File: config.mk
export PLATFORM = sky130hd
export DESIGN_NAME = midpoint_circle_points
export DESIGN_NICKNAME = d
export VERILOG_FILES = /design/src/hdl/mcp_pkg.sv /design/src/hdl/midpoint_circle_points.sv /design/src/hdl/mcp_front.sv /design/src/hdl/mcp_cmd_fifo.sv /design/src/hdl/mcp_back.sv
export VERILOG_INCLUDE_DIRS = /design/src /design/src/hdl
export SDC_FILE = /design/constraint.sdc
export NUM_CORES = 1
export LEC_CHECK = 0
export ABC_AREA = 1
export BUFFER_PORTS_ARGS = -buffer_cell sky130_fd_sc_hd__buf_4
export CAP_MARGIN = 25
export CORE_MARGIN = 3
export CORE_UTILIZATION = 45
export CTS_CLUSTER_DIAMETER = 120
export DETAILED_ROUTE_END_ITERATION = 8
export GPL_TIMING_DRIVEN = 0
export SETUP_SLACK_MARGIN = 0.05
export SYNTH_ARGS = -nofsm -noshare
export SYNTH_HDL_FRONTEND = slang
export SYNTH_HIERARCHICAL = 1
export SYNTH_SLANG_ARGS = --single-unit
File: constraint.sdc
create_clock -name i_clk -period 9.8 [get_ports i_clk]
set_input_delay 0.98 -clock i_clk [delete_from_list [all_inputs] [get_ports i_clk]]
set_output_delay 0.98 -clock i_clk [all_outputs]
set_load 0.1 [all_outputs]
File: src/hdl/midpoint_circle_points_assert.svh
// Assertion macros for the midpoint circle rasteriser.
// Included by the modules that carry concurrent checks; no other dependencies.
`ifndef MIDPOINT_CIRCLE_POINTS_ASSERT_SVH
`define MIDPOINT_CIRCLE_POINTS_ASSERT_SVH
`ifndef ASSERT_OFF
// Plain property, checked on every clock edge outside reset
`define MCP_ASSERT(lbl, clk, rst_n, prop, msg) \
    lbl: assert property (@(posedge clk) disable iff (!(rst_n)) (prop)) else $error(msg);
// Implication, checked on every clock edge outside reset
`define MCP_ASSERT_IMPL(lbl, clk, rst_n, ante, cons, msg) \
    lbl: assert property (@(posedge clk) disable iff (!(rst_n)) (ante) |-> (cons)) \
        else $error(msg);
`else
`define MCP_ASSERT(lbl, clk, rst_n, prop, msg)
`define MCP_ASSERT_IMPL(lbl, clk, rst_n, ante, cons, msg)
`endif
`endif

File: src/hdl/mcp_pkg.sv
// Shared constants for the midpoint circle rasteriser.
// Used by mcp_front, mcp_cmd_fifo, mcp_back and midpoint_circle_points.
`default_nettype none

package mcp_pkg;

    // Default coordinate width and fixed register widths
    localparam int COORD_WIDTH_DEF  = 11;
    localparam int RADIUS_WIDTH     = 10;
    localparam int CFG_INDEX_WIDTH  = 2;
    localparam int CFG_DATA_WIDTH   = 16;

    // Configuration register indexes
    localparam logic [CFG_INDEX_WIDTH-1:0] CFG_CENTER_X = 2'd0;
    localparam logic [CFG_INDEX_WIDTH-1:0] CFG_CENTER_Y = 2'd1;
    localparam logic [CFG_INDEX_WIDTH-1:0] CFG_RADIUS   = 2'd2;

    // Command kinds passed from front to back
    localparam int CMD_KIND_WIDTH = 2;
    localparam logic [CMD_KIND_WIDTH-1:0] CMD_RESTART = 2'd0;
    localparam logic [CMD_KIND_WIDTH-1:0] CMD_STEP    = 2'd1;
    localparam logic [CMD_KIND_WIDTH-1:0] CMD_DONE    = 2'd2;

    // Command queue depth
    localparam int CMD_DEPTH = 2;

    // Result sequencing within one command
    localparam int IDX_WIDTH    = 4;
    localparam int MIRROR_WIDTH = 3;
    localparam logic [IDX_WIDTH-1:0] LAST_IDX_RESTART = 4'd8;
    localparam logic [IDX_WIDTH-1:0] LAST_IDX_STEP    = 4'd7;

endpackage

`default_nettype wire

File: src/hdl/midpoint_circle_points.sv
// Top level of the midpoint circle rasteriser: front end, command queue, back end.
// Depends on mcp_pkg, mcp_front, mcp_cmd_fifo and mcp_back.
`default_nettype none

// Midpoint circle rasteriser. Write center_x, center_y and radius on the cfg
// channel (always ready) while idle, then push items: restart=1 starts a circle
// and yields nine results (centre, then the eight mirrored points of (0, r));
// restart=0 yields eight mirrored points of the next offset, or one done result
// once the octant is finished or no circle is active. The front end updates the
// octant state in the cycle an item is transferred and queues a command in a
// two-entry queue; the back end sends one result per cycle, while the receiver pops,
// through a single output register. Sustained rate is therefore set by that output
// register and the number of results per command. Each result passes through the
// queue and the output register. Points are two's complement, COORD_WIDTH+2 bits.
module midpoint_circle_points import mcp_pkg::*; #(
    parameter int COORD_WIDTH = COORD_WIDTH_DEF
) (
    input  wire logic                          i_clk,
    input  wire logic                          i_rst_n,
    input  wire logic                          push,
    output logic                               full,
    input  wire logic                          i_restart,
    output logic                               empty,
    input  wire logic                          pop,
    output logic signed [COORD_WIDTH+1:0]      o_point_x,
    output logic signed [COORD_WIDTH+1:0]      o_point_y,
    output logic                               o_point_valid,
    output logic                               o_last_of_step,
    output logic                               o_circle_done,
    input  wire logic                          i_cfg_valid,
    output logic                               o_cfg_ready,
    input  wire logic [CFG_INDEX_WIDTH-1:0]    i_cfg_index,
    input  wire logic [CFG_DATA_WIDTH-1:0]     i_cfg_data
);

    localparam int CMD_WIDTH = CMD_KIND_WIDTH + 4 * COORD_WIDTH;

    logic                 w_cmd_push, w_cmd_full, w_cmd_pop, w_cmd_empty;
    logic [CMD_WIDTH-1:0] w_cmd_in, w_cmd_out;

    // Register writes never stall
    assign o_cfg_ready = 1'b1;

    mcp_front #(
        .COORD_WIDTH (COORD_WIDTH)
    ) u_front (
        .i_clk       (i_clk),
        .i_rst_n     (i_rst_n),
        .i_push      (push),
        .i_restart   (i_restart),
        .i_cfg_valid (i_cfg_valid),
        .i_cfg_index (i_cfg_index),
        .i_cfg_data  (i_cfg_data),
        .i_cmd_full  (w_cmd_full),
        .o_cmd_push  (w_cmd_push),
        .o_cmd       (w_cmd_in)
    );

    mcp_cmd_fifo #(
        .WIDTH (CMD_WIDTH),
        .DEPTH (CMD_DEPTH)
    ) u_cmd_fifo (
        .i_clk   (i_clk),
        .i_rst_n (i_rst_n),
        .i_push  (w_cmd_push),
        .i_data  (w_cmd_in),
        .o_full  (w_cmd_full),
        .i_pop   (w_cmd_pop),
        .o_data  (w_cmd_out),
        .o_empty (w_cmd_empty)
    );

    mcp_back #(
        .COORD_WIDTH (COORD_WIDTH)
    ) u_back (
        .i_clk          (i_clk),
        .i_rst_n        (i_rst_n),
        .i_cmd          (w_cmd_out),
        .i_cmd_empty    (w_cmd_empty),
        .o_cmd_pop      (w_cmd_pop),
        .i_pop          (pop),
        .o_empty        (empty),
        .o_point_x      (o_point_x),
        .o_point_y      (o_point_y),
        .o_point_valid  (o_point_valid),
        .o_last_of_step (o_last_of_step),
        .o_circle_done  (o_circle_done)
    );

    assign full = w_cmd_full;

endmodule

`default_nettype wire

File: src/hdl/mcp_front.sv
// Front end: configuration registers, octant state and command classification.
// Depends on mcp_pkg; feeds commands into mcp_cmd_fifo.
`default_nettype none

module mcp_front import mcp_pkg::*; #(
    parameter int COORD_WIDTH = COORD_WIDTH_DEF
) (
    input  wire logic                                     i_clk,
    input  wire logic                                     i_rst_n,
    input  wire logic                                     i_push,
    input  wire logic                                     i_restart,
    input  wire logic                                     i_cfg_valid,
    input  wire logic [CFG_INDEX_WIDTH-1:0]               i_cfg_index,
    input  wire logic [CFG_DATA_WIDTH-1:0]                i_cfg_data,
    input  wire logic                                     i_cmd_full,
    output logic                                          o_cmd_push,
    output logic [CMD_KIND_WIDTH+4*COORD_WIDTH-1:0]       o_cmd
);

    localparam int DW = COORD_WIDTH + 2;

    typedef struct packed {
        logic [CMD_KIND_WIDTH-1:0] kind;
        logic [COORD_WIDTH-1:0]    cx;
        logic [COORD_WIDTH-1:0]    cy;
        logic [COORD_WIDTH-1:0]    x;
        logic [COORD_WIDTH-1:0]    y;
    } t_cmd;

    logic [COORD_WIDTH-1:0]  r_center_x, r_center_y;
    logic [RADIUS_WIDTH-1:0] r_radius;
    logic [COORD_WIDTH-1:0]  r_off_x, r_off_y, n_off_x, n_off_y;
    logic [DW-1:0]           r_dec, n_dec;
    logic                    r_drawing, n_drawing;

    logic                    w_accept;
    logic                    w_finished;
    logic [COORD_WIDTH-1:0]  w_x_inc, w_y_new;
    logic [DW-1:0]           w_term, w_dec_new;
    t_cmd                    w_cmd;

    // Configuration writes
    always_ff @(posedge i_clk) begin
        if (!i_rst_n) begin
            r_center_x <= '0;
            r_center_y <= '0;
            r_radius   <= RADIUS_WIDTH'(1);
        end else if (i_cfg_valid) begin
            unique case (i_cfg_index)
                CFG_CENTER_X: r_center_x <= COORD_WIDTH'(i_cfg_data);
                CFG_CENTER_Y: r_center_y <= COORD_WIDTH'(i_cfg_data);
                CFG_RADIUS:   r_radius   <= RADIUS_WIDTH'(i_cfg_data);
                default: ;
            endcase
        end
    end

    assign w_accept = i_push & ~i_cmd_full;

    // Midpoint step: x advances, y drops when the decision is not negative
    assign w_finished = !r_drawing || (r_off_x > r_off_y);
    assign w_x_inc    = r_off_x + COORD_WIDTH'(1);
    assign w_y_new    = (r_dec[DW-1] || (r_off_y == '0)) ? r_off_y
                                                          : r_off_y - COORD_WIDTH'(1);
    assign w_term     = r_dec[DW-1] ? DW'(w_x_inc) : DW'(w_x_inc) - DW'(w_y_new);
    assign w_dec_new  = r_dec + {w_term[DW-2:0], 1'b0} + DW'(1);

    // Next state and command
    always_comb begin
        n_off_x   = r_off_x;
        n_off_y   = r_off_y;
        n_dec     = r_dec;
        n_drawing = r_drawing;
        w_cmd.cx  = r_center_x;
        w_cmd.cy  = r_center_y;
        if (i_restart) begin
            n_off_x    = '0;
            n_off_y    = COORD_WIDTH'(r_radius);
            n_dec      = DW'(1) - DW'(r_radius);
            n_drawing  = 1'b1;
            w_cmd.kind = CMD_RESTART;
            w_cmd.x    = '0;
            w_cmd.y    = COORD_WIDTH'(r_radius);
        end else if (w_finished) begin
            n_drawing  = 1'b0;
            w_cmd.kind = CMD_DONE;
            w_cmd.x    = '0;
            w_cmd.y    = '0;
        end else begin
            n_off_x    = w_x_inc;
            n_off_y    = w_y_new;
            n_dec      = w_dec_new;
            w_cmd.kind = CMD_STEP;
            w_cmd.x    = w_x_inc;
            w_cmd.y    = w_y_new;
        end
    end

    // Octant state, updated on each input transfer
    always_ff @(posedge i_clk) begin
        if (!i_rst_n) begin
            r_off_x   <= '0;
            r_off_y   <= '0;
            r_dec     <= '0;
            r_drawing <= 1'b0;
        end else if (w_accept) begin
            r_off_x   <= n_off_x;
            r_off_y   <= n_off_y;
            r_dec     <= n_dec;
            r_drawing <= n_drawing;
        end
    end

    assign o_cmd_push = w_accept;
    assign o_cmd      = w_cmd;

endmodule

`default_nettype wire

File: src/hdl/mcp_cmd_fifo.sv
// Short command queue between the front and back ends.
// Depends on mcp_pkg for its default width and depth.
`default_nettype none

module mcp_cmd_fifo import mcp_pkg::*; #(
    parameter int WIDTH = CMD_KIND_WIDTH + 4 * COORD_WIDTH_DEF,
    parameter int DEPTH = CMD_DEPTH
) (
    input  wire logic             i_clk,
    input  wire logic             i_rst_n,
    input  wire logic             i_push,
    input  wire logic [WIDTH-1:0] i_data,
    output logic                  o_full,
    input  wire logic             i_pop,
    output logic [WIDTH-1:0]      o_data,
    output logic                  o_empty
);

`include "midpoint_circle_points_assert.svh"

    localparam int PW = (DEPTH > 1) ? $clog2(DEPTH) : 1;
    localparam int CW = $clog2(DEPTH + 1);

    logic [WIDTH-1:0] r_mem [DEPTH];
    logic [PW-1:0]    r_wr_ptr, r_rd_ptr;
    logic [CW-1:0]    r_count;

    // Storage; no reset needed on data
    always_ff @(posedge i_clk) begin
        if (i_push) begin
            r_mem[r_wr_ptr] <= i_data;
        end
    end

    // Pointers and fill count
    always_ff @(posedge i_clk) begin
        if (!i_rst_n) begin
            r_wr_ptr <= '0;
            r_rd_ptr <= '0;
            r_count  <= '0;
        end else begin
            if (i_push) begin
                r_wr_ptr <= (r_wr_ptr == PW'(DEPTH - 1)) ? '0 : r_wr_ptr + PW'(1);
            end
            if (i_pop) begin
                r_rd_ptr <= (r_rd_ptr == PW'(DEPTH - 1)) ? '0 : r_rd_ptr + PW'(1);
            end
            if (i_push && !i_pop) begin
                r_count <= r_count + CW'(1);
            end else if (!i_push && i_pop) begin
                r_count <= r_count - CW'(1);
            end
        end
    end

    assign o_data  = r_mem[r_rd_ptr];
    assign o_full  = (r_count == CW'(DEPTH));
    assign o_empty = (r_count == '0);

    // Checks
    `MCP_ASSERT_IMPL(a_no_overflow, i_clk, i_rst_n, i_push, !o_full || i_pop, "push into full queue")
    `MCP_ASSERT_IMPL(a_no_underflow, i_clk, i_rst_n, i_pop, !o_empty, "pop from empty queue")
    `MCP_ASSERT(a_count_bound, i_clk, i_rst_n, r_count <= CW'(DEPTH), "fill count past depth")

endmodule

`default_nettype wire

File: src/hdl/mcp_back.sv
// Back end: expands each command into its results through a one-entry output register.
// Depends on mcp_pkg; reads commands from mcp_cmd_fifo.
`default_nettype none

module mcp_back import mcp_pkg::*; #(
    parameter int COORD_WIDTH = COORD_WIDTH_DEF
) (
    input  wire logic                                i_clk,
    input  wire logic                                i_rst_n,
    input  wire logic [CMD_KIND_WIDTH+4*COORD_WIDTH-1:0] i_cmd,
    input  wire logic                                i_cmd_empty,
    output logic                                     o_cmd_pop,
    input  wire logic                                i_pop,
    output logic                                     o_empty,
    output logic signed [COORD_WIDTH+1:0]            o_point_x,
    output logic signed [COORD_WIDTH+1:0]            o_point_y,
    output logic                                     o_point_valid,
    output logic                                     o_last_of_step,
    output logic                                     o_circle_done
);

`include "midpoint_circle_points_assert.svh"

    localparam int PW = COORD_WIDTH + 2;

    typedef struct packed {
        logic [CMD_KIND_WIDTH-1:0] kind;
        logic [COORD_WIDTH-1:0]    cx;
        logic [COORD_WIDTH-1:0]    cy;
        logic [COORD_WIDTH-1:0]    x;
        logic [COORD_WIDTH-1:0]    y;
    } t_cmd;

    t_cmd                   w_cmd;
    logic                   w_load;
    logic [MIRROR_WIDTH-1:0] w_mirror;
    logic                   w_swap, w_neg_x, w_neg_y;
    logic [COORD_WIDTH-1:0] w_mag_x, w_mag_y;
    logic [PW-1:0]          n_px, n_py;
    logic                   n_valid, n_last, n_done;

    logic [IDX_WIDTH-1:0]   r_idx;
    logic                   r_out_valid;
    logic [PW-1:0]          r_px, r_py;
    logic                   r_valid, r_last, r_done;

    assign w_cmd  = t_cmd'(i_cmd);
    assign w_load = !i_cmd_empty && (!r_out_valid || i_pop);

    // Mirror number; a restart spends its first result on the centre
    assign w_mirror = (w_cmd.kind == CMD_RESTART) ? MIRROR_WIDTH'(r_idx - IDX_WIDTH'(1))
                                                  : MIRROR_WIDTH'(r_idx);

    // Octant mirror decoder: swap x/y and sign of each axis
    always_comb begin
        unique case (w_mirror)
            3'd0: begin w_swap = 1'b0; w_neg_x = 1'b0; w_neg_y = 1'b0; end
            3'd1: begin w_swap = 1'b1; w_neg_x = 1'b0; w_neg_y = 1'b0; end
            3'd2: begin w_swap = 1'b1; w_neg_x = 1'b0; w_neg_y = 1'b1; end
            3'd3: begin w_swap = 1'b0; w_neg_x = 1'b0; w_neg_y = 1'b1; end
            3'd4: begin w_swap = 1'b0; w_neg_x = 1'b1; w_neg_y = 1'b1; end
            3'd5: begin w_swap = 1'b1; w_neg_x = 1'b1; w_neg_y = 1'b1; end
            3'd6: begin w_swap = 1'b1; w_neg_x = 1'b1; w_neg_y = 1'b0; end
            default: begin w_swap = 1'b0; w_neg_x = 1'b1; w_neg_y = 1'b0; end
        endcase
    end

    assign w_mag_x = w_swap ? w_cmd.y : w_cmd.x;
    assign w_mag_y = w_swap ? w_cmd.x : w_cmd.y;

    // Result for the current index
    always_comb begin
        n_valid = 1'b1;
        n_done  = 1'b0;
        n_last  = 1'b0;
        n_px    = w_neg_x ? PW'(w_cmd.cx) - PW'(w_mag_x) : PW'(w_cmd.cx) + PW'(w_mag_x);
        n_py    = w_neg_y ? PW'(w_cmd.cy) - PW'(w_mag_y) : PW'(w_cmd.cy) + PW'(w_mag_y);
        unique case (w_cmd.kind)
            CMD_RESTART: begin
                n_last = (r_idx == LAST_IDX_RESTART);
                if (r_idx == '0) begin
                    n_px = PW'(w_cmd.cx);
                    n_py = PW'(w_cmd.cy);
                end
            end
            CMD_STEP: begin
                n_last = (r_idx == LAST_IDX_STEP);
            end
            default: begin
                // octant finished or no circle active: a single result with no point
                n_valid = 1'b0;
                n_done  = 1'b1;
                n_last  = 1'b1;
                n_px    = '0;
                n_py    = '0;
            end
        endcase
    end

    // Sequencer and output register control
    always_ff @(posedge i_clk) begin
        if (!i_rst_n) begin
            r_idx       <= '0;
            r_out_valid <= 1'b0;
        end else if (w_load) begin
            r_out_valid <= 1'b1;
            r_idx       <= n_last ? '0 : r_idx + IDX_WIDTH'(1);
        end else if (i_pop) begin
            r_out_valid <= 1'b0;
        end
    end

    // Output payload
    always_ff @(posedge i_clk) begin
        if (w_load) begin
            r_px    <= n_px;
            r_py    <= n_py;
            r_valid <= n_valid;
            r_last  <= n_last;
            r_done  <= n_done;
        end
    end

    assign o_cmd_pop      = w_load & n_last;
    assign o_empty        = !r_out_valid;
    assign o_point_x      = r_px;
    assign o_point_y      = r_py;
    assign o_point_valid  = r_valid;
    assign o_last_of_step = r_last;
    assign o_circle_done  = r_done;

    // Checks
    `MCP_ASSERT(a_idx_range, i_clk, i_rst_n, r_idx <= LAST_IDX_RESTART, "result index past nine")
    `MCP_ASSERT_IMPL(a_step_len, i_clk, i_rst_n, w_load && (w_cmd.kind == CMD_STEP), r_idx <= LAST_IDX_STEP, "step command past eight results")
    `MCP_ASSERT_IMPL(a_done_shape, i_clk, i_rst_n, r_out_valid && r_done, !r_valid && r_last, "done result carries a point")

endmodule

`default_nettype wire

==> results.tsv <==
metric	value	unit
status	finished, final reports clean	
fin_crit	5360	ps
via_count	12000	
tightest_slew	955	ps
endpoint_kind	flop	
cp_common_cell	nand2_1	
holdPathEnd	u_cmd_fifo/r_mem[0][29]	
finalNetCount	2015	
synth_flop_cell	edfxtp_1	
yosysTopAreaCell	edfxtp_1	
antenna_found_initial	0	
first_global_vias	11300	
first_iter_violations	885	
synth.distinct_cells	53	
core_area	30100	um2
hold_depth	0	
synth_most_common_cell	nand2_1	
hold_path.class	flop to flop	
grt-ovfl-total	0	
cts_tree	yes	
cts_hold_buf	0	
htreeDepth	4	
dr.pass1.iters	5	
syn_inst	1822	
yosys-top-cells-area	edfxtp_1 (26%), nand2_1 (13%), dfxtp_1 (11%), ha_1 (8.3%), inv_1 (6.1%)	
post-dp-hpwl	30800	um
seq_area_frac_synth	37.3	%
syn_nets	1945	
dieArea	33100	um2
slew_viol_final	0	
hold_viol	0	
syn_area	13900	um2
cp_slowest_cell	o21ai_0	
cp_max_fo	10	
r2r_end	u_back/o_point_y[6]	
port_buffers	48	
post-cts-setup-buffers	0	
synthTopCellsByCount	nand2_1 (466), inv_1 (226), nor2_1 (222)	
post-route-period-util	54.7	%
io_pins	56	
setup-violations-final	0	
rrSetupSlack	4440	ps
antenna_left	0	
synth-seq-cells	199	
yosys_warnings	6	
cp-start-kind	flop	
post-route-util	51.4	%
critical_path_required	10000	ps
grt_max_degree	43	
ctsResizeCount	0	
hold_start	u_front/r_center_y[7]	
rsz0062_at_grt	no	
start_util	46.3	%
grt_usage	23.3	%
wl	38500	um
synth_edf_count	121	
num_rows	63	
gp_congestion	0.938	
num-fill-cells	3013	
slew_headroom	35.6	%
syn_avg_cell_area	7.65	um2
syn_to_final_growth	10.9	%
viasPerCell	5.23	
drc	0	
dieHeight	182	um
clockBufferDepth	2	
insertedDiodeCount	0	
max_stage_delay	790	ps
max_freq	186	MHz
clkSinkCount	199	
arrival	5560	ps
ctsRootBufferMaster	clkbuf_16	
criticalPathCategory	flop to flop	
maxCapViolCount	0	
tns	0	ps
synth_top_area_share	26.1	%
drive_above_1_share	12.5	%
multi_input_area	7480	um2
synthArstFlopShare	0	%
die_width	182	um
reg2reg_depth	25	
fin_skew	14.7	ps
ff_latch_area	5190	um2
grt_pass1_wl	60800	um
clock_latency	440	ps
drt-wirelength-per-cell	16.8	um
numCtsBuffers	17	
clk_pin_slew	80	ps
[kinds of logic (layout without fill, tap and decap cells)]
logic type | after synthesis | after routing | synth area share [%]
adders and majority gates | 99 | 99 | 9.21
muxes | 46 | 46 | 4.79
other | 1 | 1 | 0.0269
buffers and inverters | 297 | 380 | 9.20
and+or+nand+nor | 914 | 914 | 28.2
AOI/OAI and AO/OA | 245 | 245 | 9.97
xor gates and xnor gates | 21 | 21 | 1.32
DFF | 199 | 199 | 37.3
[metal layers]
metal  routed length, um  vias up  global-route usage (%)  share of wire (%)
li1                    -     6106                       -                  -
met1               17400     5525                    30.4                 45
met2               18300      285                    39.4                 47
met3                1430       77                    2.98                3.7
met4                1420        0                    9.14                3.7
met5                   0        -                       0                  0
[cell usage in the layout (no fill, tap or decap), drive strengths merged, types with 78 or more instances in the layout]
master  instances
o21ai         113
ha             93
a21oi          94
nand3         158
nor2          228
inv           247
dfxtp          78
buf            82
nand2         476
edfxtp        121
[per-stage QoR]
step           setup WS (ps)  area [um2]  std cells  hold slack [ps]
2_1_floorplan           5570       13900       1822              420
3_3_place_gp            4330       14800       2260              433
4_1_cts                 4360       15500       2295              461
6_report                4440       15500       2295              456
5_1_grt                 3970       15500       2295              473
3_5_place_dp            4380       14900       2263              442
[how the worst max path moves through the flow]
stage | end | slack [ps] | cells after the start | startpoint
finish | u_back/o_point_y[6] | 4440 | 25 | flop
CTS | u_back/o_point_y[6] | 4360 | 25 | flop
floorplan | u_back/o_point_y[6] | 5570 | 27 | flop
global placement | u_cmd_fifo/r_mem[0][18] | 4330 | 6 | push
detailed placement | u_back/o_point_y[6] | 4380 | 25 | flop
global route | u_back/o_point_y[6] | 3970 | 25 | flop
[registers in the layout, summed over array words and instances, names as in the netlist, 2 cells and up, named ones only]
register / flops
u_back/o_point_x: 13
u_front/r_center_y: 11
u_back/r_idx: 4
u_cmd_fifo/r_count: 2
u_back/o_point_y: 13
u_front/r_off_y: 11
u_front/r_center_x: 11
u_front/r_off_x: 11
u_cmd_fifo/r_mem: 92
u_front/r_radius: 10
u_front/r_dec: 13
[worst max-delay path: cells and delay by family (launching register included)]
kind            cells  cell delay (ps)
simple gates       12              910
buf+inv             8             1610
xor+xnor            1              280
fa+ha+maj           2              810
flops               1              330
compound gates      1              790
mux                 1              360
[final cells by class]
type / count / share of cell area [%]
inverters: 241 / 5.87
multi-input cells: 1326 / 48.4
plain buffers: 56 / 2.43
clock inverters: 14 / 0.947
repair buffers: 51 / 2.72
clock buffers: 18 / 2.91
flip-flops and latches: 199 / 33.6
well taps: 390 / 3.16
Power is left out: the tool's default activity adds up to more than one toggle a clock period on the data nets, which glitch-free logic cannot reach.
